### config.mk
export PLATFORM = sky130hd
export DESIGN_NAME = dpid_mix
export DESIGN_NICKNAME = d
export VERILOG_FILES = /design/src/hw/rtl/assert_macros.svh /design/src/hw/rtl/dpid_pkg.sv /design/src/hw/rtl/dpid_mix.sv
export SDC_FILE = /design/constraint.sdc
export NUM_CORES = 1
export LEC_CHECK = 0
export ABC_CLOCK_PERIOD_IN_PS = 6800
export BUFFER_PORTS_ARGS = -buffer_cell sky130_fd_sc_hd__buf_2
export CAP_MARGIN = 20
export CORE_ASPECT_RATIO = 0.6
export CORE_MARGIN = 10
export CORE_UTILIZATION = 40
export CTS_CLUSTER_SIZE = 14
export DETAILED_ROUTE_END_ITERATION = 6
export PLACE_DENSITY = 0.71
export SLEW_MARGIN = 20
export SYNTH_ARGS = -nofsm -noshare
export SYNTH_HDL_FRONTEND = slang
export SYNTH_SLANG_ARGS = --single-unit
export TNS_END_PERCENT = 1
### constraint.sdc
create_clock -name clk -period 6.8 [get_ports clk]
set_input_delay 1.02 -clock clk [delete_from_list [all_inputs] [get_ports clk]]
set_output_delay 1.02 -clock clk [all_outputs]
set_load 0.01 [all_outputs]
### src/hw/rtl/assert_macros.svh
// ----------------------------------------------------------------------------
// assert_macros
// assertion helpers used by the controller core; they expect clk and rst_n in scope
// ----------------------------------------------------------------------------
`ifndef ASSERT_MACROS_SVH
`define ASSERT_MACROS_SVH

// consequent checked in the same cycle as the antecedent
`define DPID_ASSERT_NOW(lbl, ante, cons, msg) \
  lbl: assert property (@(posedge clk) disable iff (!rst_n) (ante) |-> (cons)) \
    else $error(msg);

// consequent checked in the cycle after the antecedent
`define DPID_ASSERT_NEXT(lbl, ante, cons, msg) \
  lbl: assert property (@(posedge clk) disable iff (!rst_n) (ante) |=> (cons)) \
    else $error(msg);

`endif

### src/hw/rtl/dpid_pkg.sv
// ----------------------------------------------------------------------------
// dpid_pkg
// widths, register indexes, reset values and shared types of the dual pid
// drive controller
// ----------------------------------------------------------------------------
package dpid_pkg;

  localparam int POS_W  = 23;
  localparam int ERR_W  = 25;
  localparam int DIFF_W = 26;
  localparam int SUM_W  = 18;
  localparam int RAW_W  = 26;
  localparam int GAIN_W = 32;
  localparam int LIM_W  = 16;
  localparam int PWR_W  = 8;
  localparam int IDX_W  = 3;
  localparam int PE_W   = ERR_W + GAIN_W;
  localparam int PS_W   = SUM_W + GAIN_W;
  localparam int PD_W   = DIFF_W + GAIN_W;
  localparam int ACC_W  = PD_W + 2;
  localparam int MIX_W  = ACC_W + 1;
  localparam int FRAC_W = 29;
  localparam int PCT_W  = MIX_W - FRAC_W;

  localparam logic signed [PWR_W-1:0] PWR_MAX = 8'sd100;

  localparam logic signed [GAIN_W-1:0] KP_RST = 32'sd26843546;
  localparam logic signed [GAIN_W-1:0] KI_RST = 32'sd3;
  localparam logic signed [GAIN_W-1:0] KD_RST = 32'sd268435;
  localparam logic [LIM_W-1:0]         LIMIT_RST = 16'd1000;

  typedef enum logic [IDX_W-1:0] {
    REG_LAT_KP  = 3'd0,
    REG_LAT_KI  = 3'd1,
    REG_LAT_KD  = 3'd2,
    REG_TURN_KP = 3'd3,
    REG_TURN_KI = 3'd4,
    REG_TURN_KD = 3'd5,
    REG_LIMIT   = 3'd6
  } reg_idx_t;

  typedef struct packed {
    logic signed [GAIN_W-1:0] kp;
    logic signed [GAIN_W-1:0] ki;
    logic signed [GAIN_W-1:0] kd;
  } gains_t;

  typedef struct packed {
    gains_t           lat;
    gains_t           turn;
    logic [LIM_W-1:0] limit;
  } cfg_t;

  // error, error delta and clamped sum of one axis
  typedef struct packed {
    logic signed [ERR_W-1:0]  e;
    logic signed [DIFF_W-1:0] d;
    logic signed [SUM_W-1:0]  s;
  } axis_t;

endpackage

### src/hw/rtl/dpid_mix.sv
// ----------------------------------------------------------------------------
// dpid_mix
// left/right mixing, q.29 to whole percent toward zero, saturation, and the
// result register
// ----------------------------------------------------------------------------
module dpid_mix import dpid_pkg::*; (
  input  logic                    clk,
  input  logic                    ld_i,
  input  logic signed [ACC_W-1:0] lat_acc_i,
  input  logic signed [ACC_W-1:0] turn_acc_i,
  input  logic signed [ERR_W-1:0] lat_e_i,
  input  logic signed [ERR_W-1:0] turn_e_i,
  output logic signed [PWR_W-1:0] left_o,
  output logic signed [PWR_W-1:0] right_o,
  output logic signed [ERR_W-1:0] lat_e_o,
  output logic signed [ERR_W-1:0] turn_e_o
);

  localparam logic signed [MIX_W-1:0] BIAS = MIX_W'((64'd1 << FRAC_W) - 64'd1);

  logic signed [MIX_W-1:0] left_mix, right_mix;
  logic signed [PWR_W-1:0] left_r, left_nxt, right_r, right_nxt;
  logic signed [ERR_W-1:0] lat_e_r, turn_e_r;

  function automatic logic signed [PWR_W-1:0] to_pct(input logic signed [MIX_W-1:0] v);
    logic signed [MIX_W-1:0] biased;
    logic signed [PCT_W-1:0] q;
    biased = v;
    // negative values get a bias so the shift truncates toward zero
    if (v[MIX_W-1]) begin
      biased = v + BIAS;
    end
    q = PCT_W'(biased >>> FRAC_W);
    if (q > PCT_W'(PWR_MAX)) begin
      return PWR_MAX;
    end else if (q < -PCT_W'(PWR_MAX)) begin
      return -PWR_MAX;
    end
    return PWR_W'(q);
  endfunction

  assign left_mix  = MIX_W'(lat_acc_i) + MIX_W'(turn_acc_i);
  assign right_mix = MIX_W'(lat_acc_i) - MIX_W'(turn_acc_i);
  assign left_nxt  = to_pct(left_mix);
  assign right_nxt = to_pct(right_mix);

  always_ff @(posedge clk) begin
    if (ld_i) begin
      left_r   <= left_nxt;
      right_r  <= right_nxt;
      lat_e_r  <= lat_e_i;
      turn_e_r <= turn_e_i;
    end
  end

  assign left_o   = left_r;
  assign right_o  = right_r;
  assign lat_e_o  = lat_e_r;
  assign turn_e_o = turn_e_r;

endmodule

# [Yosys cells after proc, flatten, opt, wreduce, memory -nomap -nowiden]
# Cells that the tools add are included.
[op_classes] n_lt_le_gt_ge=4 muxes=12 add_sub_neg=4
[ops] cell="$add A61 B30 Y61 const B" count=2
[ops] cell="$mux W61" count=2
[ops] cell="$gt A32 B8 Y1 const B" count=2
[ops] cell="$lt A32 B8 Y1 const B" count=2
[ops] cell="$add A60 B60 Y61" count=1
[ops] cell="$sub A60 B60 Y61" count=1
[ops] cell="$mux W8" count=6
[ops] cell="$mux W1" count=4
[totals] output_inout_bits=66 word_cells=24 reg_bits=66 in_bits=172

# [Depth between registers and ports, before layout]
[depth] depth_word=7 depth_mapped=20 ltp_nobuf=18

# [Worst setup path before layout]
# Ideal clock, no wire load.
[synth_timing] path_kind="in2reg" start="input turn_acc_i[11]" end="register left_r[2], in the netlist left_o[2] (data pin)" slack_ps=958 n_path_buf=1 cell_stages=17 t_arrival_ps=5576 path_cell_list="inv_1 -> ha_1 -> buf_6 -> or4_4 -> a21oi_2 -> o21ai_2 -> a2111oi_1 -> a211oi_1 -> xnor2_1 -> nor3_2 -> nand2_1 -> nor4_1 -> nor4b_2 -> o2111ai_1 -> a2111oi_2 -> a41oi_2 -> or3_1"
[synth_via] elab_chain_len=7
[synth_lines] element="start, declared" line="dpid_mix.sv:10" source="input logic signed [ACC_W-1:0] turn_acc_i,"
[synth_lines] element="$add A60 B60 Y61 *" line="dpid_mix.sv:42" source="assign left_mix = MIX_W'(lat_acc_i) + MIX_W'(turn_acc_i);"
[synth_lines] element="$add A61 B30 Y61" line="dpid_mix.sv:31" source="biased = v + BIAS;"
[synth_lines] element="$mux W61 *" line="dpid_mix.sv:30" source="if (v[MIX_W-1]) begin"
[synth_lines] element="$lt A32 B8 Y1" line="dpid_mix.sv:36" source="end else if (q < -PCT_W'(PWR_MAX)) begin"
[synth_lines] element="$mux W1" line="dpid_mix.sv:36"
[synth_lines] element="$mux W1" line="dpid_mix.sv:34" source="if (q > PCT_W'(PWR_MAX)) begin"
[synth_lines] element="$mux W8 *" line="dpid_mix.sv:39" source="return PWR_W'(q);"
[synth_lines] element="end signal, assigned" line="dpid_mix.sv:49" source="left_r <= left_nxt;"
[synth_lines] element="end, declared" line="dpid_mix.sv:22" source="logic signed [PWR_W-1:0] left_r, left_nxt, right_r, right_nxt;"
# Every way passes the cells marked *; elsewhere a longest branch is shown, timed or not.
# A chain may end at the register's enable or synchronous reset.

# [Final worst setup path]
[layout_timing] start="input turn_acc_i[24]" end="register right_r[2], in the netlist right_o[2] (data pin)"
[layout_via] elab_chain_len=7
[layout_lines] element="$sub A60 B60 Y61 *" line="dpid_mix.sv:43" source="assign right_mix = MIX_W'(lat_acc_i) - MIX_W'(turn_acc_i);"
[layout_lines] element="$add A61 B30 Y61" line="dpid_mix.sv:31"
[layout_lines] element="$mux W61 *" line="dpid_mix.sv:30"
[layout_lines] element="$lt A32 B8 Y1" line="dpid_mix.sv:36"
[layout_lines] element="$mux W1" line="dpid_mix.sv:36"
[layout_lines] element="$mux W1" line="dpid_mix.sv:34"
[layout_lines] element="$mux W8 *" line="dpid_mix.sv:39"
[layout_lines] element="end signal, assigned" line="dpid_mix.sv:50" source="right_r <= right_nxt;"
[layout_lines] element="end, declared" line="dpid_mix.sv:22"
# Marks and branches as above.

==> Implementation_results.wiki <==
{| class="wikitable"
! Metric !! Value
|-
| TritonCTS clock tree || yes
|-
| Kind of end point of the critical path || flip-flop
|-
| Number of iterations in the first detailed-routing pass || 6
|-
| Post-synthesis adder-cell area fraction || 0.1121
|-
| Final Core Density || 0.4840
|-
| Die X || 259.4 um
|-
| Leakage dissipation || 6.691 nW
|-
| Count of endpoints failing setup in the final report || 0
|-
| Non-Filler Instances || 2,636
|-
| Count of vias placed by the detailed router || 16,890
|-
| Number of DRC markers after the initial detailed-route iteration || 2,502
|-
| Largest voltage drop on the vdd net || 0.0001411 V
|-
| Sw Pwr || 0.001277 W
|-
| Standard cell core area || 33,830 sq um
|-
| Fraction of the mapped netlist area in compound gates || 0.3176
|-
| Highest clock frequency the design can meet || 0.1584 GHz
|-
| Total global routing overflow || 0
|-
| Combinational Power Share || 0.625
|-
| Cell row count || 52
|-
| Detailed Route WL || 65,990 um
|-
| Placer's final routability congestion estimate || 1.126
|-
| Clock Tree Buf Depth || 2
|-
| Outcome || finished, final reports clean
|-
| Cell Int Power || 0.001351 W
|-
| Part of the total power dissipated in the clock network || 0.185
|-
| Arrival time reported for the critical path endpoint || 6.42 ns
|-
| Critical path's largest stage delay || 0.79 ns
|-
| Switching Share || 0.4859
|-
| Max-slew violation count || 0
|-
| Number of register bits inferred by synthesis || 66
|-
| Number of buffers inserted to repair setup after CTS || 0
|-
| Filler Cell Count || 3,457
|-
| Number of vias per cell after detailed routing || 6.406
|-
| Number of distinct library cells after synthesis || 113
|-
| Startpoint Class || primary input
|-
| Power density normalized to cell area || 160.5 nW/um^2
|-
| Total of buffers placed on input and output ports || 237
|-
| Starting Density || 0.4064
|-
| Residual DRC || 0
|-
| Clock-pin transition on the worst setup and hold timing paths || 0.06 ns
|-
| Global-route usage over all layers || 0.2917
|-
| Remaining antenna violation count after routing || 0
|-
| CP required || 6.91 ns
|-
| Mapped Area || 13,750 sq um
|-
| # H-tree levels || 3
|-
| Total nets after synthesis || 2,173
|-
| Worst-margin pin slew || 1.091 ns
|-
| Cells after Synth || 1,879
|-
| Number of cells in the design after placement || 2,619
|-
| Fraction of final layout cells with drive strength greater than 1 || 0.2192
|-
| Worst setup path startpoint || turn_acc_i[24]
|-
| Largest net degree at the start of global routing || 59
|-
| Minimum setup slack after placement || 0.2346 ns
|-
| Number of synthesized flops with an enable pin || 66
|-
| Sequential-to-total area share from yosys stat || 0.1441
|-
| Hold_buf cts || 0
|-
| Number of global-route vias before repair || 15,320
|-
| Dominant combinational cell family by area after synthesis || compound AO/OA/AOI/OAI gates
|-
| Share of total power in sequential cells || 0.190
|-
| Kind of path behind the tightest hold check || in -> reg
|-
| Drt wl/cell || 25.03 um
|-
| Die height || 163.6 um
|-
| Dominant synthesized flop cell || sky130_fd_sc_hd__edfxtp_1
|-
| Cell-by-cell listing of the critical path || buf_2 > inv_1 > ha_1 > buf_4 > a21oi_1 > o21a_1 > o21bai_1 > a221oi_1 > nand3_1 > a31oi_1 > xnor2_1 > nand3_1 > or4_1 > or3_1 > o31a_1 > nand4bb_1 > nor4b_1 > a21oi_1 > a21o_1
|-
| Path type of the worst setup path || in -> reg
|-
| Ys Warns || 0
|-
| Area share of and/or/nand/nor cells after synthesis || 0.2856
|-
| Hold violation count in the final report || 0
|-
| Final min period || 6.315 ns
|-
| Synthesized area per cell || 7.317 sq um
|-
| Async S/R FF share, synth || 0
|-
| Share of the cycle needed by the critical path after routing || 0.9286
|-
| Master of the slowest instance on the critical path || sky130_fd_sc_hd__a221oi_1
|-
| Hold Path Origin || lat_e_i[11]
|-
| DIE AREA || 42,430 sq um
|-
| Max-cap viol count || 0
|-
| Setup repair after global routing missed its margin || no
|-
| Wire length of the first global-routing pass || 95,150 um
|-
| Clock Sinks || 66
|-
| Highest fanout seen on the critical path || 9
|-
| Setup TNS Final || 0 ns
|-
| Post-CTS Resized || 0
|-
| Number of buffers inserted during clock tree synthesis || 9
|-
| Top-level I/O count || 238
|-
| Final Worst Setup Slack || 0.4854 ns
|-
| Slew Limit Headroom || 0.2636
|-
| Clock root buffer || sky130_fd_sc_hd__clkbuf_16
|-
| Placed wire-length estimate after detailed placement || 57,170 um
|-
| Layout overhead on the synthesized area || 19.10%
|-
| Number of nets at the end of the flow || 2,465
|-
| Portion of netlist area occupied by mux cells || 0.01656
|-
| Synthesized-area fraction occupied by xor and xnor cells || 0.05842
|-
| Number of antenna violations at the first check in global routing || 1
|}
==> metrics by stage <==
stage	hold slack (ns)	total power (W)	cell area (sq um)
after CTS	0.8292	0.002562	16370
after global placement	1.196	0.002064	16070
after floorplan	1.119	0.001479	13750
after global routing	0.8261	0.002754	16370
final	0.8346	0.002628	16380
after detailed placement	1.198	0.002067	16070
==> logic make-up (layout without fill, tap and decap cells) <==
family | count (synthesis) | in the layout
and+or+nand+nor | 735 | 735
xor gates and xnor gates | 90 | 90
AOI/OAI and AO/OA | 629 | 629
muxes | 22 | 22
other | 0 | 1
buffers and inverters | 215 | 512
DFF | 66 | 66
adders and majority gates | 122 | 122
==> cells in the final DEF (no fill, tap or decap), drive strengths merged, types with 31 or more instances in the layout <==
cell,instances
o21ai,115
edfxtp,66
nand2,167
ha,120
xnor2,72
a211oi,31
buf,367
nand4,61
a21oi,174
nor3,67
nor4,65
nand3,39
inv,127
nor2,168
==> power by group through the flow <==
stage	Combinational [W]	Sequential, W	Clock, W
after detailed placement	0.00156	0.000508	0
after global placement	0.00156	0.000507	0
after global routing	0.00174	0.000503	0.000512
after floorplan	0.000949	0.000530	0
after CTS	0.00157	0.000500	0.000493
final	0.00164	0.000499	0.000487
==> flip-flops by register name (all words and copies together) (netlist names) <==
register  cells
turn_e_o     25
lat_e_o      25
left_o        8
right_o       8
==> per-layer routing <==
layer | GRT usage | vias up | wire, um
met5 | 0.02197 | - | 172
met4 | 0.03389 | 4 | 792
met3 | 0.1341 | 93 | 10190
met2 | 0.3722 | 1082 | 24320
met1 | 0.4341 | 7975 | 30520
li1 | - | 7733 | -
==> final cells by class <==
class / count / area (sq um) / share of cell area
antenna: 1 / 2.502 / 0.0001528
clock buffer: 9 / 225.2 / 0.01375
clock inverter: 7 / 78.83 / 0.004814
inverter: 129 / 484.2 / 0.02957
multi-input combinational: 1598 / 10870 / 0.6636
sequential: 66 / 1982 / 0.1210
tap: 459 / 574.3 / 0.03507
timing repair buffer: 367 / 2162 / 0.1320
==> worst max-delay path: cells and delay by family <==
family	cells	cell delay (ns)
buffers and inverters	3	0.42
xor gates and xnor gates	1	0.23
AOI/OAI and AO/OA	8	2.43
adders and majority gates	1	0.45
and+or+nand+nor	6	1.85
==> final timing paths <==
check / end / depth (start not counted) / slack, ns
worst max-delay path: right_o[2] / 19 / 0.49
worst min-delay path: lat_e_o[11] / 1 / 0.83
==> Yosys cell counts, types with 26 or more instances <==
library cell               count  area (sq um)
sky130_fd_sc_hd__nor3_1       65         325.3
sky130_fd_sc_hd__o21a_1       27         202.7
sky130_fd_sc_hd__nand4_1      61         381.6
sky130_fd_sc_hd__a21o_1       26         195.2
sky130_fd_sc_hd__a21oi_1     169         845.8
sky130_fd_sc_hd__buf_2        33         165.2
sky130_fd_sc_hd__clkbuf_1     36         135.1
sky130_fd_sc_hd__inv_1       117         439.2
sky130_fd_sc_hd__edfxtp_1     66          1982
sky130_fd_sc_hd__a211oi_1     29         217.7
sky130_fd_sc_hd__nor2b_1      30         187.7
sky130_fd_sc_hd__nand3_1      38         190.2
sky130_fd_sc_hd__ha_1        120          1501
sky130_fd_sc_hd__nor2_1      165         619.3
sky130_fd_sc_hd__o21ai_0      97         485.5
sky130_fd_sc_hd__o211ai_1     28         210.2
sky130_fd_sc_hd__nor4_1       52         325.3
sky130_fd_sc_hd__o31ai_1      27         202.7
sky130_fd_sc_hd__xnor2_1      70         613.1
sky130_fd_sc_hd__nand2_1     167         626.9
Note: power is estimated with default switching activity, not from simulation.
