--- src/hw/rtl/assert_macros.svh ---
// ----------------------------------------------------------------------------
// assert_macros
// assertion helpers used by the controller core; they expect clk and rst_n in scope
// ----------------------------------------------------------------------------
`ifndef ASSERT_MACROS_SVH
`define ASSERT_MACROS_SVH

// consequent checked in the same cycle as the antecedent
`define DPID_ASSERT_NOW(lbl, ante, cons, msg) \
  lbl: assert property (@(posedge clk) disable iff (!rst_n) (ante) |-> (cons)) \
    else $error(msg);

// consequent checked in the cycle after the antecedent
`define DPID_ASSERT_NEXT(lbl, ante, cons, msg) \
  lbl: assert property (@(posedge clk) disable iff (!rst_n) (ante) |=> (cons)) \
    else $error(msg);

`endif

--- src/hw/rtl/dpid_pkg.sv ---
// ----------------------------------------------------------------------------
// dpid_pkg
// widths, register indexes, reset values and shared types of the dual pid
// drive controller
// ----------------------------------------------------------------------------
package dpid_pkg;

  localparam int POS_W  = 23;
  localparam int ERR_W  = 25;
  localparam int DIFF_W = 26;
  localparam int SUM_W  = 18;
  localparam int RAW_W  = 26;
  localparam int GAIN_W = 32;
  localparam int LIM_W  = 16;
  localparam int PWR_W  = 8;
  localparam int IDX_W  = 3;
  localparam int PE_W   = ERR_W + GAIN_W;
  localparam int PS_W   = SUM_W + GAIN_W;
  localparam int PD_W   = DIFF_W + GAIN_W;
  localparam int ACC_W  = PD_W + 2;
  localparam int MIX_W  = ACC_W + 1;
  localparam int FRAC_W = 29;
  localparam int PCT_W  = MIX_W - FRAC_W;

  localparam logic signed [PWR_W-1:0] PWR_MAX = 8'sd100;

  localparam logic signed [GAIN_W-1:0] KP_RST = 32'sd26843546;
  localparam logic signed [GAIN_W-1:0] KI_RST = 32'sd3;
  localparam logic signed [GAIN_W-1:0] KD_RST = 32'sd268435;
  localparam logic [LIM_W-1:0]         LIMIT_RST = 16'd1000;

  typedef enum logic [IDX_W-1:0] {
    REG_LAT_KP  = 3'd0,
    REG_LAT_KI  = 3'd1,
    REG_LAT_KD  = 3'd2,
    REG_TURN_KP = 3'd3,
    REG_TURN_KI = 3'd4,
    REG_TURN_KD = 3'd5,
    REG_LIMIT   = 3'd6
  } reg_idx_t;

  typedef struct packed {
    logic signed [GAIN_W-1:0] kp;
    logic signed [GAIN_W-1:0] ki;
    logic signed [GAIN_W-1:0] kd;
  } gains_t;

  typedef struct packed {
    gains_t           lat;
    gains_t           turn;
    logic [LIM_W-1:0] limit;
  } cfg_t;

  // error, error delta and clamped sum of one axis
  typedef struct packed {
    logic signed [ERR_W-1:0]  e;
    logic signed [DIFF_W-1:0] d;
    logic signed [SUM_W-1:0]  s;
  } axis_t;

endpackage

--- src/hw/rtl/dpid_cfg_if.sv ---
// ----------------------------------------------------------------------------
// dpid_cfg_if
// register write channel: index and data
// ----------------------------------------------------------------------------
interface dpid_cfg_if import dpid_pkg::*; ();
  logic                 valid;
  logic                 ready;
  logic [IDX_W-1:0]     index;
  logic [GAIN_W-1:0]    data;

  modport source (output valid, index, data, input ready);
  modport sink   (input valid, index, data, output ready);
endinterface

--- src/hw/rtl/dpid_cfg_regs.sv ---
// ----------------------------------------------------------------------------
// dpid_cfg_regs
// gain and integral limit registers, written through the config channel
// ----------------------------------------------------------------------------
module dpid_cfg_regs import dpid_pkg::*; (
  input  logic        clk,
  input  logic        rst_n,
  dpid_cfg_if.sink    cfg,
  output cfg_t        cfg_o
);

  cfg_t cfg_r;
  cfg_t cfg_nxt;

  assign cfg.ready = 1'b1;
  assign cfg_o     = cfg_r;

  always_comb begin
    cfg_nxt = cfg_r;
    if (cfg.valid) begin
      unique case (cfg.index)
        REG_LAT_KP:  cfg_nxt.lat.kp  = $signed(cfg.data);
        REG_LAT_KI:  cfg_nxt.lat.ki  = $signed(cfg.data);
        REG_LAT_KD:  cfg_nxt.lat.kd  = $signed(cfg.data);
        REG_TURN_KP: cfg_nxt.turn.kp = $signed(cfg.data);
        REG_TURN_KI: cfg_nxt.turn.ki = $signed(cfg.data);
        REG_TURN_KD: cfg_nxt.turn.kd = $signed(cfg.data);
        REG_LIMIT:   cfg_nxt.limit   = cfg.data[LIM_W-1:0];
        default:     cfg_nxt = cfg_r;
      endcase
    end
  end

  always_ff @(posedge clk) begin
    if (!rst_n) begin
      cfg_r.lat.kp  <= KP_RST;
      cfg_r.lat.ki  <= KI_RST;
      cfg_r.lat.kd  <= KD_RST;
      cfg_r.turn.kp <= KP_RST;
      cfg_r.turn.ki <= KI_RST;
      cfg_r.turn.kd <= KD_RST;
      cfg_r.limit   <= LIMIT_RST;
    end else begin
      cfg_r <= cfg_nxt;
    end
  end

endmodule

--- src/flat_wrapper.sv ---
// flat-port wrapper written by rule: the top's interface ports become plain ports
module dpid_cfg_regs_flat import dpid_pkg::*;
  (clk, rst_n, cfg_o, cfg_valid, cfg_index, cfg_data, cfg_ready);
  dpid_cfg_if cfg_i ();
  input  logic clk;
  input  logic rst_n;
  output cfg_t cfg_o;
  input wire logic [$bits(cfg_i.valid)-1:0] cfg_valid;
  input wire logic [$bits(cfg_i.index)-1:0] cfg_index;
  input wire logic [$bits(cfg_i.data)-1:0] cfg_data;
  output wire logic [$bits(cfg_i.ready)-1:0] cfg_ready;
  assign cfg_i.valid = cfg_valid;
  assign cfg_i.index = cfg_index;
  assign cfg_i.data = cfg_data;
  assign cfg_ready = cfg_i.ready;
  dpid_cfg_regs u_core (.clk(clk), .rst_n(rst_n), .cfg(cfg_i), .cfg_o(cfg_o));
endmodule
--- config.mk ---
export PLATFORM = sky130hd
export DESIGN_NAME = dpid_cfg_regs_flat
export DESIGN_NICKNAME = d
export VERILOG_FILES = /design/src/hw/rtl/assert_macros.svh /design/src/hw/rtl/dpid_pkg.sv /design/src/hw/rtl/dpid_cfg_if.sv /design/src/hw/rtl/dpid_cfg_regs.sv /design/src/flat_wrapper.sv
export SDC_FILE = /design/constraint.sdc
export NUM_CORES = 1
export LEC_CHECK = 0
export BUFFER_PORTS_ARGS = -buffer_cell sky130_fd_sc_hd__buf_2
export CORE_AREA = 2 2 134 136
export CTS_BUF_LIST = sky130_fd_sc_hd__clkbuf_16
export DETAILED_ROUTE_END_ITERATION = 16
export DIE_AREA = 0 0 136 138
export PLACE_DENSITY_LB_ADDON = 0.2
export RECOVER_POWER = 100
export SLEW_MARGIN = 20
export SYNTH_ARGS = -nofsm -noshare
export SYNTH_HDL_FRONTEND = slang
export SYNTH_SLANG_ARGS = --single-unit
export TNS_END_PERCENT = 5
--- constraint.sdc ---
create_clock -name clk -period 1.2 [get_ports clk]
set_input_delay 0.12 -clock clk [delete_from_list [all_inputs] [get_ports clk]]
set_output_delay 0.12 -clock clk [all_outputs]
set_load 0.1 [all_outputs]
## Word-level counts from Yosys, hierarchy flattened

Index checks and enable logic that the tools add are counted.

- Flip-flop bits (word level): 208
- Input bits: 38
- Word-level logic and storage cells: 21
- Output and inout bits: 209

- Reductions and logical operators: 8
- Eq/ne operators: 6

Operators with widths:

| operator | count |
|---|---|
| $reduce_and A2 Y1 | 7 |
| $eq A3 B3 Y1 const B | 3 |
| $eq A3 B2 Y1 const B | 2 |
| $eq A3 B1 Y1 const B | 1 |
| $logic_not A3 Y1 | 1 |

## Longest topological paths before layout

Gate-level depths: netlist (run 1).

- Depth in word-level cells: 2
- Mapped depth: 5
- Depth with buffers taken out: 2

## Least setup slack after synthesis (run 1)

No wires, ideal clock.

- Kind: input -> register
- Start point: input port cfg_index[1]
- End point: register u_core.cfg_r, in the netlist u_core.cfg_o[177]
- Path buffers: 3
- Stages: 5
- Path slack: -94 ps
- Arrival time: 1161 ps
- Required time: 1068 ps
- Library setup time: 132 ps
- Cell sequence: buf_2 or4b_4 buf_6 buf_12 mux2i_1

- Cells in the longest elaborated chain, start to end: 2

RTL lines:

| item | line | source |
|---|---|---|
| start: declaration | flat_wrapper.sv:9 | `input wire logic [$bits(cfg_i.index)-1:0] cfg_index;` |
| $logic_not A3 Y1 | dpid_cfg_regs.sv:21 | `unique case (cfg.index)` |
| $reduce_and A2 Y1 (no line) | - |  |
| end signal: assignment | dpid_cfg_regs.sv:44 | `cfg_r <= cfg_nxt;` |
| end: declaration | dpid_cfg_regs.sv:12 | `cfg_t cfg_r;` |

No other way between the ends.
A chain may end at the register's enable or synchronous reset.

==> flow_summary.yaml, run 1 <==
detailed_routing:
  routed_via_density: 5.11
  detail_route.wirelength_um: 27300
  routed-via-count: 6494
  dr.pass1.iters: 5
  drt_iter0_drc: 216
  drc: 0
  ant_nets: 0
  avgRoutedWirePerCell_um: 21.5
worst_setup_path:
  path_class: "in2reg"
  critical_path.reg2reg.endpoint: "u_core.cfg_o[9]$_SDFFE_PN1P_"
  worst_r2r_path_depth: 2
  critPathLaunchType: "input pin"
  worst_setup_path_end_kind: "flip-flop"
  worst_r2r_startpoint: "u_core.cfg_o[9]$_SDFFE_PN1P_"
  worst_ep_required_time_ps: 1610
  r2r_setup_slack_ps: 420
  worst-endpoint-arrival_ps: 1620
  worst-path-max-fanout: 28
layout:
  final_net_count: 1064
  layout.cells.most_common_list: "sky130_fd_sc_hd__buf_12, sky130_fd_sc_hd__mux2i_1, sky130_fd_sc_hd__dfxtp_2, sky130_fd_sc_hd__nand2_1, sky130_fd_sc_hd__nor2b_1"
  number_of_flip_flops_in_the_largest_register: 208
  n_antenna_cell: 0
  area_growth_syn_to_layout_pct: 79.0
  layout_commonest_cell: "sky130_fd_sc_hd__buf_12"
  final_layout_size_suffix_gt1_share_pct: 51.7
run:
  drv_cap: 0
yosys:
  area_share_of_the_largest_cell_type_after_synthesis_pct: 53.2
  ys_ff_latch: 208
  syn_nets: 782
  mappedNetlistArea_um2: 7820
  synth-warning-count: 0
  yosysUniqueCellTypes: 15
  synth.avg_cell_area_um2: 10.5
  largest_cells_by_area_after_synthesis: "sky130_fd_sc_hd__dfxtp_1, sky130_fd_sc_hd__mux2i_1, sky130_fd_sc_hd__nand2_1, sky130_fd_sc_hd__nor2b_1, sky130_fd_sc_hd__clkbuf_1"
  ys_seq_area_share_pct: 53.2
  syn_inst: 744
  dominant_cell_type_by_area_after_synthesis: "sky130_fd_sc_hd__dfxtp_1"
sta:
  final-hold-violation-count: 3
  worst_hold_slack_ps: -3.28
  setup_repair_after_global_routing_missed_its_margin: "yes"
  fmax_ghz: 0.831
  tns_ps: -4.25
  slew_viol_final: 0
  final.setup_skew_ps: 0
  fin_crit_sh_pct: 100
  report.final.setup_viol: 2
  post-route-worst-setup-slack_ps: -3.12
  time_the_final_worst_path_needs_with_i_o_delays_and_setup_ps: 1200
min_path:
  hold_start: "cfg_data[2]"
  hold_path_end: "u_core.cfg_o[50]$_SDFFE_PN0P_"
  hold-path-cell-count: 3
  hold_path.class: "in2reg"
clock_network:
  htree_levels: 1
  cts_num_sinks: 208
  cts_tree: "done"
  clkTransAtPathRegs_ps: 60
  worstSkewPairLatency_ps: 490
  cts_max_path_buffers: 3
  cts_setup_buffers: 0
  cts_root_buffer: "sky130_fd_sc_hd__clkbuf_16"
  cts-buffers-inserted: 22
power:
  vdd_drop_max_uv: 1250
  power_leakage_nw: 6.43
  finalPower_mw: 16.4
  power_density_over_the_cells_nw_per_um2: 1170
global_route:
  first_pass_grt_wire_length_um: 41400
  grt_pass1_vias: 7245
  grt.overflow.total: 0
  grt_start_max_net_pins: 34
  groute.usage.overall_pct: 28.1
  grt_antenna_before_repair: 0
floorplanning:
  rows: 49
  initial_core_util_pct: 44.6
  height_of_the_chip_um: 138
  floorplan.die.width_um: 136
  die_area_um2: 18800
  pin_count: 247
  coreArea_um2: 17500
placement:
  portBuffers: 245
  post-dp-hpwl_um: 15600
  gp_routability_congestion: 0.756
run_status:
  failing_checks: "hold timing, setup timing"
  run_status: "complete, but fails checks"
==> critical path, stage by stage <==
cell and delay [ps]:
sky130_fd_sc_hd__dlygate4sd3_1 590, sky130_fd_sc_hd__buf_12 210, sky130_fd_sc_hd__buf_16 210, sky130_fd_sc_hd__nand2_1 210, sky130_fd_sc_hd__mux2i_1 250
==> stage by stage <==
stage               worst slack, ps  instance area, µm²  hold WS, ps  util [%]  std cells
finish                        -3.12               14000        -3.28      79.8       1271
global route                  -48.0               14000        -1.59      79.8       1271
CTS                           -6.30               13800        0.433      78.7       1270
detailed placement            -98.6               11100          411      63.1       1210
global placement              -65.6               11100          406      63.1       1210
floorplan                     -76.7                7830          262         -        744
==> kinds of logic (layout without fill, tap and decap cells) <==
group,count (synthesis),after routing,synth area share [%]
buffers and inverters,58,356,4.06
and+or+nand+nor,269,269,16.0
muxes,208,208,26.6
DFF,208,208,53.2
other,1,1,0.0480
==> routing by layer <==
layer	share of wire [%]	track usage [%]
met1	35	29.5
met5	0	0
met3	8.2	8.91
met2	53	52.0
met4	3.6	9.92
==> synth_stat cells, drive strengths merged <==
cell type	number
dfxtp	208
mux2i	208
nand2	190
nor2b	68
clkbuf	30
buf	28
and4b	3
nand4b	3
nand4bb	3
conb	1
nor4bb	1
or4b	1
==> power breakdown <==
part,internal (mW),switching (mW)
clock,3.55,2.83
sequential,7.08,0.176
combinational,1.03,1.76
total,11.7,4.76
==> worst max-delay path by stage <==
stage | startpoint | endpoint | slack (ps) | cells past startpoint
floorplan | cfg_index[1] | u_core.cfg_o[177]$_SDFFE_PN1P_ | -80 | 5
global placement | cfg_index[1] | u_core.cfg_o[186]$_SDFFE_PN0P_ | -70 | 4
detailed placement | cfg_index[0] | u_core.cfg_o[76]$_SDFFE_PN0P_ | -100 | 5
CTS | u_core.cfg_o[95]$_SDFFE_PN1P_ | cfg_o[95] | -6 | 1
global route | rst_n | u_core.cfg_o[174]$_SDFFE_PN0P_ | -50 | 5
finish | rst_n | u_core.cfg_o[174]$_SDFFE_PN0P_ | -3 | 5
==> what timing repair did <==
item	4_1_cts	5_1_grt
hold buffers	20	0
endpoints found under the setup margin	200	122
resized for setup	615	69
endpoints found under the hold margin	65	0
cloned	0	1
==> area by class of cell <==
| type | count | area, µm² |
|---|---|---|
| Timing Repair Buffer | 316 | 5220 |
| Sequential cell | 208 | 4430 |
| Fill cell | 972 | 3530 |
| Multi-Input combinational cell | 478 | 3400 |
| Clock buffer | 22 | 551 |
| Tap cell | 229 | 287 |
| Clock inverter | 18 | 115 |
(Power assumes the default switching activity.)
==> run 2, diff against run 1 <==
--- a/config.mk
+++ b/config.mk
@@ -9,3 +9,3 @@
 export CORE_AREA = 2 2 134 136
-export CTS_BUF_LIST = sky130_fd_sc_hd__clkbuf_16
+export CTS_BUF_LIST = sky130_fd_sc_hd__clkbuf_8
 export DETAILED_ROUTE_END_ITERATION = 16
==> constraint.sdc (replaced) <==
create_clock -name clk -period 1.2 [get_ports clk]
set_input_delay 0.24 -clock clk [delete_from_list [all_inputs] [get_ports clk]]
set_output_delay 0.24 -clock clk [all_outputs]
set_load 0.1 [all_outputs]
==> flow_summary.yaml, run 2 (synthesized netlist as in run 1, its figures left out) <==
worst_setup_path:
  standard_cell_with_the_maximum_stage_delay_on_the_critical_path: "sky130_fd_sc_hd__dfxtp_2"
  worst-endpoint-arrival_ps: 1080
  cp.buffers_inverters: 1
  worst_path_dominant_cell_family: "flip-flops"
  worst-path-max-fanout: 2
  critPathLaunchType: "flip-flop"
  crit_path_cell_trace: "buf_12"
  max_stage_delay_ps: 370
  worst_setup_path_end_kind: "output pin"
  path_class: "reg2out"
  worst_ep_required_time_ps: 960
placement:
  pre_cts_setup_slack_ps: -206
  post-dp-hpwl_um: 17500
  gp_routability_congestion: 0.810
  placed_area_um2: 12700
  place.detailed.instances: 1207
  portBuffers: 245
detailed_routing:
  routed_via_density: 5.00
  routed-via-count: 6362
  drc: 0
  avgRoutedWirePerCell_um: 18.9
  drt_iter0_drc: 215
  ant_nets: 0
  detail_route.wirelength_um: 24100
  dr.pass1.iters: 4
global_route:
  groute.layer.met1.usage_pct: 29.0
  use_met3_pct: 7.37
  grt_most_used_layer: "met2"
  groute.usage.overall_pct: 26.0
  grt_start_max_net_pins: 44
  grt_pass1_vias: 6992
  first_pass_grt_wire_length_um: 38300
  grt.overflow.total: 0
  grt_antenna_before_repair: 0
  use_met2_pct: 46.9
sta:
  post-route-worst-setup-slack_ps: -115
  time_the_final_worst_path_needs_with_i_o_delays_and_setup_ps: 1320
  setup_repair_after_global_routing_missed_its_margin: "yes"
  fin_crit_sh_pct: 110
  report.final.setup_viol: 208
  tns_ps: -16300
  final.setup_skew_ps: 0
  worstMarginPinSlew_ps: 648
  slew_viol_final: 0
  fmax_ghz: 0.760
  max_slew_headroom_at_the_worst_pin_pct: 56.7
  final-hold-violation-count: 0
floorplanning:
  die_area_um2: 18800
  floorplan.die.width_um: 136
  rows: 49
  initial_core_util_pct: 44.6
  height_of_the_chip_um: 138
  pin_count: 247
  coreArea_um2: 17500
layout:
  final_non_filler_cell_area_um2: 13500
  post_layout_nonfiller_instances: 1273
  final_net_count: 1061
  fill_cell_instance_count_of_the_final_layout: 1063
  final_layout_size_suffix_gt1_share_pct: 51.9
  area_growth_syn_to_layout_pct: 73.0
  layout_commonest_cell: "sky130_fd_sc_hd__buf_12"
  n_antenna_cell: 0
  number_of_flip_flops_in_the_largest_register: 208
  layout.cells.most_common_list: "sky130_fd_sc_hd__buf_12, sky130_fd_sc_hd__mux2i_1, sky130_fd_sc_hd__nand2_1, sky130_fd_sc_hd__dfxtp_2, sky130_fd_sc_hd__nor2b_1"
  post-route-util_pct: 77.2
clock_network:
  htree_levels: 2
  cts-buffers-inserted: 36
  cts_tree: "done"
  cts_num_sinks: 208
  cts_root_buffer: "sky130_fd_sc_hd__clkbuf_8"
  worstSkewPairLatency_ps: 500
  clkTransAtPathRegs_ps: 60
  cts_max_path_buffers: 3
power:
  vdd_drop_max_uv: 1140
  power_density_over_the_cells_nw_per_um2: 1170
  power_leakage_nw: 6.29
run_status:
  failing_checks: "setup timing"
  run_status: "complete, but fails checks"
min_path:
  hold_path.class: "in2reg"
run:
  drv_cap: 0
==> run 2: cell count changes in the layout (fill, tap and decap cells not counted), sizes merged <==
cell and delta:
inv +10, clkinvlp -2, dlygate4sd3 -19, buf -23
bufinv -1, dlymetal6s2s +1, clkinv -9, clkbuf +45
==> run 2: final timing paths <==
kind,from,end,slack (ps),cells after the start
min reg2reg,u_core.cfg_o[68]$_SDFFE_PN0P_,u_core.cfg_o[68]$_SDFFE_PN0P_,480,2
max reg2reg,u_core.cfg_o[142]$_SDFFE_PN0P_,u_core.cfg_o[142]$_SDFFE_PN0P_,330,4
min,cfg_data[20],u_core.cfg_o[196]$_SDFFE_PN1P_,30,3
max,u_core.cfg_o[74]$_SDFFE_PN0P_,cfg_o[74],-120,1
==> run 2: per-layer routing <==
metal	share of wire, %	up-vias
li1	-	3007
met1	38	3119
met2	53	193
met3	6.6	43
met4	2.7	0
met5	0	-
==> run 2: repair_timing <==
action,in CTS,in global routing
buffers inserted,4,2
hold buffers,1,0
hold endpoints to repair,1,0
gates cloned,0,0
setup endpoints to repair,208,208
gates resized for setup,210,16
==> run 2: area by class of cell <==
class | instances | area, µm² | area share [%]
Timing Repair Buffer | 299 | 4770 | 35.3
Tap cell | 229 | 287 | 2.12
Clock buffer | 43 | 592 | 4.37
Multi-Input combinational cell | 478 | 3340 | 24.7
Clock inverter | 16 | 71.3 | 0.527
Sequential cell | 208 | 4470 | 33.0
==> run 2: through the flow <==
step	hold slack, ps	power, mW
3_5_place_dp	487	10.0
2_1_floorplan	382	8.93
6_report	33.4	15.9
4_1_cts	9.05	16.0
5_1_grt	23.4	16.4
3_3_place_gp	478	9.99
==> run 2: report_power, final <==
part / switching (mW) / internal [mW] / total, mW
clock: 2.81 / 3.23 / 6.04
sequential: 0.169 / 7.06 / 7.23
combinational: 1.69 / 0.909 / 2.60
