===== src/hw/rtl/assert_macros.svh =====
// ----------------------------------------------------------------------------
// assert_macros
// assertion helpers used by the controller core; they expect clk and rst_n in scope
// ----------------------------------------------------------------------------
`ifndef ASSERT_MACROS_SVH
`define ASSERT_MACROS_SVH

// consequent checked in the same cycle as the antecedent
`define DPID_ASSERT_NOW(lbl, ante, cons, msg) \
  lbl: assert property (@(posedge clk) disable iff (!rst_n) (ante) |-> (cons)) \
    else $error(msg);

// consequent checked in the cycle after the antecedent
`define DPID_ASSERT_NEXT(lbl, ante, cons, msg) \
  lbl: assert property (@(posedge clk) disable iff (!rst_n) (ante) |=> (cons)) \
    else $error(msg);

`endif


===== src/hw/rtl/dpid_pkg.sv =====
// ----------------------------------------------------------------------------
// dpid_pkg
// widths, register indexes, reset values and shared types of the dual pid
// drive controller
// ----------------------------------------------------------------------------
package dpid_pkg;

  localparam int POS_W  = 23;
  localparam int ERR_W  = 25;
  localparam int DIFF_W = 26;
  localparam int SUM_W  = 18;
  localparam int RAW_W  = 26;
  localparam int GAIN_W = 32;
  localparam int LIM_W  = 16;
  localparam int PWR_W  = 8;
  localparam int IDX_W  = 3;
  localparam int PE_W   = ERR_W + GAIN_W;
  localparam int PS_W   = SUM_W + GAIN_W;
  localparam int PD_W   = DIFF_W + GAIN_W;
  localparam int ACC_W  = PD_W + 2;
  localparam int MIX_W  = ACC_W + 1;
  localparam int FRAC_W = 29;
  localparam int PCT_W  = MIX_W - FRAC_W;

  localparam logic signed [PWR_W-1:0] PWR_MAX = 8'sd100;

  localparam logic signed [GAIN_W-1:0] KP_RST = 32'sd26843546;
  localparam logic signed [GAIN_W-1:0] KI_RST = 32'sd3;
  localparam logic signed [GAIN_W-1:0] KD_RST = 32'sd268435;
  localparam logic [LIM_W-1:0]         LIMIT_RST = 16'd1000;

  typedef enum logic [IDX_W-1:0] {
    REG_LAT_KP  = 3'd0,
    REG_LAT_KI  = 3'd1,
    REG_LAT_KD  = 3'd2,
    REG_TURN_KP = 3'd3,
    REG_TURN_KI = 3'd4,
    REG_TURN_KD = 3'd5,
    REG_LIMIT   = 3'd6
  } reg_idx_t;

  typedef struct packed {
    logic signed [GAIN_W-1:0] kp;
    logic signed [GAIN_W-1:0] ki;
    logic signed [GAIN_W-1:0] kd;
  } gains_t;

  typedef struct packed {
    gains_t           lat;
    gains_t           turn;
    logic [LIM_W-1:0] limit;
  } cfg_t;

  // error, error delta and clamped sum of one axis
  typedef struct packed {
    logic signed [ERR_W-1:0]  e;
    logic signed [DIFF_W-1:0] d;
    logic signed [SUM_W-1:0]  s;
  } axis_t;

endpackage


===== src/hw/rtl/dpid_err_stage.sv =====
// ----------------------------------------------------------------------------
// dpid_err_stage
// lateral and turn errors, deltas and clamped running sums; its registers
// hold the loop state (previous errors and sums)
// ----------------------------------------------------------------------------
module dpid_err_stage import dpid_pkg::*; (
  input  logic                    clk,
  input  logic                    rst_n,
  input  logic                    ld_i,
  input  logic signed [POS_W-1:0] left_i,
  input  logic signed [POS_W-1:0] right_i,
  input  logic signed [POS_W-1:0] lat_t_i,
  input  logic signed [POS_W-1:0] turn_t_i,
  input  logic                    clear_i,
  input  logic [LIM_W-1:0]        limit_i,
  output axis_t                   lat_o,
  output axis_t                   turn_o
);

  axis_t lat_r, lat_nxt;
  axis_t turn_r, turn_nxt;

  logic signed [ERR_W-1:0] pos_sum;
  logic signed [ERR_W-1:0] pos_dif;
  logic signed [ERR_W-1:0] lat_t2;
  logic signed [ERR_W-1:0] turn_t2;
  logic signed [RAW_W-1:0] lim;
  logic signed [SUM_W-1:0] lat_base;
  logic signed [SUM_W-1:0] turn_base;

  function automatic logic signed [SUM_W-1:0] next_sum(
    input logic signed [SUM_W-1:0] base,
    input logic signed [ERR_W-1:0] e,
    input logic signed [RAW_W-1:0] lim_v
  );
    logic signed [RAW_W-1:0] raw;
    raw = RAW_W'(base) + RAW_W'(e);
    if (raw > lim_v) begin
      return SUM_W'(lim_v);
    end else if (raw < -lim_v) begin
      return SUM_W'(-lim_v);
    end
    return SUM_W'(raw);
  endfunction

  always_comb begin
    pos_sum   = ERR_W'(left_i) + ERR_W'(right_i);
    pos_dif   = ERR_W'(left_i) - ERR_W'(right_i);
    lat_t2    = {lat_t_i[POS_W-1], lat_t_i, 1'b0};
    turn_t2   = {turn_t_i[POS_W-1], turn_t_i, 1'b0};
    // limit is in whole degrees, sums in half degrees
    lim       = $signed(RAW_W'({limit_i, 1'b0}));
    lat_base  = clear_i ? '0 : lat_r.s;
    turn_base = clear_i ? '0 : turn_r.s;

    lat_nxt.e  = lat_t2 - pos_sum;
    turn_nxt.e = turn_t2 - pos_dif;
    lat_nxt.d  = DIFF_W'(lat_nxt.e) - DIFF_W'(lat_r.e);
    turn_nxt.d = DIFF_W'(turn_nxt.e) - DIFF_W'(turn_r.e);
    lat_nxt.s  = next_sum(lat_base, lat_nxt.e, lim);
    turn_nxt.s = next_sum(turn_base, turn_nxt.e, lim);
  end

  always_ff @(posedge clk) begin
    if (!rst_n) begin
      lat_r  <= '0;
      turn_r <= '0;
    end else if (ld_i) begin
      lat_r  <= lat_nxt;
      turn_r <= turn_nxt;
    end
  end

  assign lat_o  = lat_r;
  assign turn_o = turn_r;

endmodule


===== config.mk =====
export PLATFORM = sky130hd
export DESIGN_NAME = dpid_err_stage
export DESIGN_NICKNAME = d
export VERILOG_FILES = /design/src/hw/rtl/assert_macros.svh /design/src/hw/rtl/dpid_pkg.sv /design/src/hw/rtl/dpid_err_stage.sv
export SDC_FILE = /design/constraint.sdc
export NUM_CORES = 1
export LEC_CHECK = 0
export ABC_CLOCK_PERIOD_IN_PS = 22800
export BUFFER_PORTS_ARGS = -buffer_cell sky130_fd_sc_hd__clkbuf_2
export CORE_AREA = 2 2 174 176
export CTS_BUF_LIST = sky130_fd_sc_hd__clkbuf_4 sky130_fd_sc_hd__clkbuf_8
export DETAILED_ROUTE_END_ITERATION = 16
export DIE_AREA = 0 0 176 178
export PLACE_DENSITY = 0.85
export SYNTH_ARGS = -nofsm -noshare
export SYNTH_HDL_FRONTEND = slang
export SYNTH_SLANG_ARGS = --single-unit
export TNS_END_PERCENT = 100

===== constraint.sdc =====
create_clock -name clk -period 22.8 [get_ports clk]
set_input_delay 3.42 -clock clk [delete_from_list [all_inputs] [get_ports clk]]
set_output_delay 3.42 -clock clk [all_outputs]
set_load 0.005 [all_outputs]

Yosys cells after proc, flatten, opt, wreduce, memory -nomap -nowiden
Cells that the tools add are included.
{"block": "totals", "in_bits": 112, "wordCells": 31, "regBits": 138}
{"block": "classes", "n_addsub": 9, "order_cmp": 4, "mux": 12}
{"cell": "18-bit two-way mux", "count": 8}
{"cell": "18-bit by 25-bit adder with 26-bit output", "count": 2}
{"cell": "26-bit by 18-bit > comparator with 1-bit output", "count": 2}
{"cell": "26-bit less-than comparator", "count": 2}
{"cell": "25-bit by 25-bit subtractor with 26-bit output", "count": 2}
{"cell": "24-bit by 24-bit subtractor with 25-bit output", "count": 2}
{"cell": "17-bit negator with 26-bit output", "count": 1}
{"cell": "23-bit by 23-bit adder with 24-bit output", "count": 1}
{"cell": "23-bit by 23-bit subtractor with 24-bit output", "count": 1}
{"cell": "1-bit two-way mux", "count": 4}

Logic depth before layout (Yosys ltp)
Gate-level depths: netlist of the first run.
{"block": "logic_depth", "word_depth": 7, "ltp_mapped": 38}

Least setup slack after synthesis of the first run
Ideal clock, no wire load.
{"block": "synth_timing", "path_kind": "input -> register", "startpoint": "input port right_i[4]", "endpoint": "register lat_r, in the netlist lat_o[16]", "path_slack_ns": 12.728, "cell_stages": 37, "t_arrival_ns": 9.950, "path_buffers": 1, "path_cell_list": "inv_1 -> fa_1 -> ha_1 -> a21o_1 -> and2_1 -> o31a_1 -> nor2_1 -> o21ai_0 -> a21o_1 -> a21o_1 -> a21o_1 -> a21oi_1 -> xnor2_1 -> ha_1 -> and2_1 -> nand2_1 -> o22ai_1 -> or3_1 -> o22a_1 -> a31o_2 -> a21o_1 -> a21oi_1 -> o21bai_1 -> a21oi_1 -> xnor2_1 -> ha_1 -> nand4_1 -> nor2_1 -> o21ai_0 -> nor2_1 -> a21oi_1 -> nor3_1 -> o32ai_1 -> buf_4 -> mux2_2 -> o21ai_0 -> o21ai_0"}
{"element": "start: declaration", "line_no": "dpid_err_stage.sv:11", "rtl": "input logic signed [POS_W-1:0] right_i,"}
{"element": "end signal: assignment", "line_no": "dpid_err_stage.sv:69", "rtl": "lat_r <= lat_nxt;"}
{"element": "end: declaration", "line_no": "dpid_err_stage.sv:20", "rtl": "axis_t lat_r, lat_nxt;"}

==> impl_metrics.yaml, run 1 <==
layout:
  drive_gt1_share_pct: 14.6
  layout_commonest_cell: "inv_1"
  multi_input_area_sq_um: 13400
  final_cell_mix: "260 x inv_1, 248 x clkbuf_2, 216 x ha_1, 201 x nor2_1, 139 x a21oi_1"
  final-seq-area_sq_um: 2760
  fin_nets: 2777
  antenna_cells: 0
  fillers: 2505
  area_growth_pct: 11.6
floorplan:
  dieHeight_microns: 178
  start_util_pct: 59.0
  io_pins: 250
  design.die.area_sq_um: 31300
  fp-row-count: 63
  die_w_microns: 176
  core_area_sq_um: 29400
clock_tree:
  numCtsBuffers: 17
  cts_setup_buffers: 0
  cts.repair.resized: 0
  hold_buffers: 0
  path_clk_slew_ns: 0.08
  insertion_delay_ns: 0.50
  cts_tree: "built"
  cts_max_level: 4
  root_buffer: "clkbuf_8"
  cts_buffer_depth: 2
  cts.sinks: 138
setup_path:
  crit_arrival_ns: 11.41
  timing_worst_setup_path_type: "input port to register"
  critPathMaxFanout: 21
  required_ns: 23.17
  slowest_delay_ns: 1.00
  crit_path_end_kind: "register"
  critPathSlowestCell: "o32ai_4"
  crit_top_cell: "a21oi_1"
  cp-start-kind: "input port"
drt:
  first_pass_iters: 6
  antenna_left: 0
  drc: 0
  avgRoutedWirePerCell_microns: 19.1
  routed_wl_mm: 53.4
  drt-initial-drc-count: 1707
  num_vias: 17130
  via_per_inst: 6.12
power:
  irDropWorstVdd_uv: 118
  p_int_mw: 1.21
  clkPwrFrac_pct: 9.1
  p_leak_nw: 9.57
  combPwrFrac_pct: 75.5
  p_switching_mw: 1.28
  p_sw_share_pct: 51.5
  power_density_nw_per_um2: 129
  seq_power_share_pct: 15.5
  power_mw: 2.49
timing:
  period_needed_ns: 11.03
  hold_viol_final: 0
  fin_crit_sh_pct: 48.4
  setup_viol: 0
  slew_headroom_pct: 20.0
  fin_setup_tns_ns: 0
  skew_ns: 0.0260
  rsz0062_at_grt: "false"
  max_freq_ghz: 0.0906
  tightest_slew_ns: 1.20
  finalMaxSlewViolations: 0
logic_synthesis:
  syn_inst: 2181
  yosysSeqAreaShare_pct: 15.9
  synth-edff-count: 0
  yosysUniqueCellTypes: 97
  yosysWarnings: 0
  ys.flop_type: "dfxtp_1"
  syn_nets: 2560
  ys_seq_elements: 138
  synth_async_sr_flop_share_pct: 0
  synth_area_per_cell_sq_um: 7.95
  synth_area_sq_um: 17300
global_routing:
  grt_pass1_vias: 16311
  grt-ovfl-total: 0
  grt_use_total_pct: 33.7
  antenna_found_initial: 0
  grt_max_degree: 72
  grt_pass1_wl_mm: 83.9
placement:
  gp_congestion: 1.01
  dp_hpwl_mm: 43.1
  io_buffers: 249
run:
  max_cap_violations: 0
hold_path:
  min_path_type: "register to register"
status:
  outcome: "finished, final reports clean"
==> registers in the layout, summed over array words and instances, names as in the netlist <==
register and flops:
lat_o 69, turn_o 69
==> worst max-delay path, delay by kind of cell <==
family / cells / cell delay, ns
muxes: 2 / 0.45
buffers and inverters: 2 / 0.17
adders and majority gates: 4 / 1.49
AOI/OAI and AO/OA: 18 / 4.06
and+or+nand+nor: 9 / 1.13
xor gates and xnor gates: 2 / 0.63
==> final cells by class <==
cell class,count,share of cell area [%]
Multi-Input combinational cell,1717,69.0
Sequential cell,138,14.3
Timing Repair Buffer,259,6.86
Inverter,265,5.14
Tap cell,390,2.52
Clock buffer,21,1.46
Clock inverter,11,0.705
==> synth_stat cells (all sizes together), types with 5 or more instances <==
master,instances,area share (%)
mux2,15,1.0
a31oi,24,0.90
nand4b,5,0.25
o2111ai,9,0.45
xor2,41,2.1
inv,263,5.7
a211oi,42,1.8
a22o,12,0.61
nand3,38,1.1
fa,51,5.9
and4,5,0.25
and2,21,0.76
or3,16,0.61
nor3,27,0.84
ha,216,16
or2,12,0.43
o21bai,13,0.56
a31o,10,0.56
o31ai,10,0.51
buf,17,0.50
a21oi,140,4.1
clkbuf,44,0.95
nand2,96,2.1
nand2b,34,1.2
o211ai,17,0.74
nor4,13,0.56
and3,16,0.58
o21a,35,1.5
nor2b,62,2.2
dfxtp,138,16
o31a,11,0.56
o311ai,7,0.35
nand4,17,0.61
a21o,62,2.7
xnor2,113,5.8
nor2,203,4.4
mux2i,102,5.9
maj3,7,0.40
a2111oi,7,0.46
o22ai,7,0.25
o21ai,116,3.4
nor3b,7,0.30
a211o,12,0.61
==> metrics by stage <==
step	area, sq um	setup WS (ns)	util, %	cells	hold slack (ns)
2_1_floorplan	17300	12.73	-	2181	0.449
3_3_place_gp	18900	11.61	64.4	2769	0.440
3_5_place_dp	18900	11.44	64.4	2769	0.445
4_1_cts	19400	11.93	65.8	2801	0.464
5_1_grt	19400	11.23	65.8	2801	0.487
6_report	19400	11.77	65.8	2801	0.461
==> power by group through the flow <==
stage                     registers (mW)  clock network (mW)  logic (mW)
after CTS                          0.381               0.227        1.84
after global placement             0.385                   0        1.78
final                              0.385               0.226        1.88
after global routing               0.391               0.237        2.05
after detailed placement           0.386                   0        1.83
after floorplan                    0.370                   0        1.34
==> worst paths after layout <==
kind	from	end	slack, ns	cells past startpoint
setup / recovery	left_i[3]	lat_o[4]	11.77	37
hold / removal	turn_o[40]	turn_o[40]	0.46	2
setup reg to reg	lat_o[0]	lat_o[4]	16.22	27
hold reg to reg	turn_o[40]	turn_o[40]	0.46	2
==> logic make-up after synthesis <==
logic type | Yosys count | synth area share [%]
xor+xnor | 158 | 8.34
fa+ha+maj | 274 | 21.9
simple gates | 582 | 16.8
mux | 117 | 6.88
flops | 138 | 15.9
compound gates | 586 | 23.0
buf+inv | 326 | 7.19
==> per-layer routing <==
| metal | GRT usage [%] | wire [microns] | share of wire [%] | vias up |
|---|---|---|---|---|
| met5 | 0 | 0 | 0 | - |
| met4 | 11.6 | 1610 | 3.0 | 0 |
| met3 | 3.88 | 4370 | 8.2 | 119 |
| met2 | 55.0 | 23800 | 45 | 831 |
| met1 | 46.1 | 23600 | 44 | 8013 |
| li1 | - | - | - | 8167 |
Power figures use the tool's default switching activity.
==> inputs of run 2 (changes only) <==
--- a/config.mk
+++ b/config.mk
@@ -5,7 +5,7 @@
 export SDC_FILE = /design/constraint.sdc
 export NUM_CORES = 1
 export LEC_CHECK = 0
-export ABC_CLOCK_PERIOD_IN_PS = 22800
+export ABC_CLOCK_PERIOD_IN_PS = 10900
 export BUFFER_PORTS_ARGS = -buffer_cell sky130_fd_sc_hd__clkbuf_2
 export CORE_AREA = 2 2 174 176
 export CTS_BUF_LIST = sky130_fd_sc_hd__clkbuf_4 sky130_fd_sc_hd__clkbuf_8
==> constraint.sdc (replaced) <==
create_clock -name clk -period 10.9 [get_ports clk]
set_input_delay 1.635 -clock clk [delete_from_list [all_inputs] [get_ports clk]]
set_output_delay 1.635 -clock clk [all_outputs]
set_load 0.005 [all_outputs]
==> run 2 against run 1 <==
Final area hardly changed. Sequential power is 110% higher. Critical path depth stayed put. Flip-flop and latch count stayed put. Cell count stayed put. Combinational power is 110% higher. Largest power group unchanged.
==> impl_metrics.yaml, run 2 (synthesized netlist as in run 1, its figures left out) <==
status:
  outcome: "finished, final reports clean"
run:
  max_cap_violations: 0
global_routing:
  antenna_found_initial: 0
  grt_pass1_wl_mm: 84.5
  grt-ovfl-total: 0
  grt_use_total_pct: 33.9
  grt_pass1_vias: 16396
  grt_max_degree: 72
timing:
  tightest_slew_ns: 1.21
  finalMaxSlewViolations: 0
  hold_viol_final: 0
  setup_viol: 0
  max_freq_ghz: 0.108
  timing.hold.ws_ns: 0.458
  slew_headroom_pct: 19.4
  rsz0062_at_grt: "false"
  skew_ns: 0.0218
  fin_setup_tns_ns: 0
  fin_crit_sh_pct: 85.2
  period_needed_ns: 9.29
clock_tree:
  cts_buffer_depth: 2
  hold_buffers: 0
  cts.repair.resized: 0
  cts_tree: "built"
  cts_max_level: 4
  cts.sinks: 138
  path_clk_slew_ns: 0.10
  root_buffer: "clkbuf_8"
  insertion_delay_ns: 0.50
  numCtsBuffers: 17
  cts_setup_buffers: 0
drt:
  drt-initial-drc-count: 1762
  antenna_left: 0
  routed_wl_mm: 53.4
  first_pass_iters: 5
  num_vias: 17127
  drc: 0
  via_per_inst: 6.11
  avgRoutedWirePerCell_microns: 19.1
power:
  power_density_nw_per_um2: 270
  irDropWorstVdd_uv: 238
  p_leak_nw: 9.58
floorplan:
  start_util_pct: 59.0
  die_w_microns: 176
  dieHeight_microns: 178
  core_area_sq_um: 29400
  io_pins: 250
  design.die.area_sq_um: 31300
  fp-row-count: 63
layout:
  drive_gt1_share_pct: 14.6
  fin_nets: 2777
  area_growth_pct: 11.6
  antenna_cells: 0
  final_cell_mix: "260 x inv_1, 248 x clkbuf_2, 216 x ha_1, 201 x nor2_1, 139 x a21oi_1"
  final_core_util_pct: 65.8
  layout_commonest_cell: "inv_1"
  fillers: 2487
setup_path:
  cpLargestDelayFamily: "compound AO/OA/AOI/OAI gates"
  required_ns: 11.28
  slowest_delay_ns: 1.01
  r2r_slack_ns: 4.35
  critPathSlowestCell: "o32ai_4"
  crit_top_cell: "a21oi_1"
  timing_worst_setup_path_type: "input port to register"
  crit_path_end_kind: "register"
  critPathMaxFanout: 21
  rr_endpoint: "lat_o[4]"
  reg2regPathDepth: 27
  crit_arrival_ns: 9.67
  cp-start-kind: "input port"
  critPathBufInv: 2
  r2r-start: "lat_o[0]"
hold_path:
  min_path_cells: 2
  min_path_type: "register to register"
  min_from: "turn_o[40]"
  hold_end: "turn_o[40]"
placement:
  dp_hpwl_mm: 43.0
  io_buffers: 249
  gp_congestion: 1.01
-- run 2: cell count changes in the layout (fill, tap and decap cells not counted) --
cell        before  now
clkinv_4         5    6
clkbuf_4         1    2
bufinv_16        2    3
clkinvlp_4       2    0
clkbuf_8        20   18
clkinv_2         0    1
-- run 2: power by group --
group | switching (mW) | internal (mW)
sequential | 0.143 | 0.660
combinational | 2.30 | 1.63
clock | 0.249 | 0.241
total | 2.69 | 2.54
-- run 2: worst min-delay path: cells and delay by family, from the launching register on --
family	cells	cell delay, ns
AOI/OAI and AO/OA	1	0.06
DFF	1	0.33
and+or+nand+nor	1	0.04
-- run 2: area by class of cell --
class / instances / area [sq um] / share of cell area (%)
flip-flops and latches: 138 / 2760 / 14.3
well taps: 390 / 488 / 2.52
repair buffers: 259 / 1330 / 6.86
inverters: 265 / 995 / 5.14
clock inverters: 12 / 165 / 0.853
clock buffers: 20 / 263 / 1.36
multi-input cells: 1717 / 13400 / 69.0
-- run 2: metrics by stage --
stage,power [mW],instance area (sq um),cells,setup WS [ns]
finish,5.23,19400,2801,1.61
global route,5.65,19400,2801,1.14
detailed placement,4.63,18900,2769,1.31
floorplan,3.58,17300,2181,2.61
global placement,4.53,18900,2769,1.49
CTS,5.14,19400,2801,1.83
-- run 2: how the worst max path moves through the flow --
| stage | startpoint | endpoint | slack (ns) | cells past startpoint |
|---|---|---|---|---|
| global route | left_i[4] | lat_o[7] | 1.14 | 37 |
| floorplan | right_i[4] | lat_o[16] | 2.61 | 37 |
| detailed placement | left_i[3] | lat_o[16] | 1.31 | 37 |
| global placement | left_i[4] | lat_o[7] | 1.49 | 37 |
| CTS | left_i[3] | lat_o[16] | 1.83 | 37 |
| finish | left_i[3] | lat_o[16] | 1.61 | 37 |
-- run 2: per-layer routing --
metal	GRT usage, %	vias to the layer above	part of all wire (%)
met5	0	-	0
li1	-	8168	-
met4	10.9	0	3.0
met3	4.56	111	8.4
met2	54.5	836	44
met1	47.0	8012	45
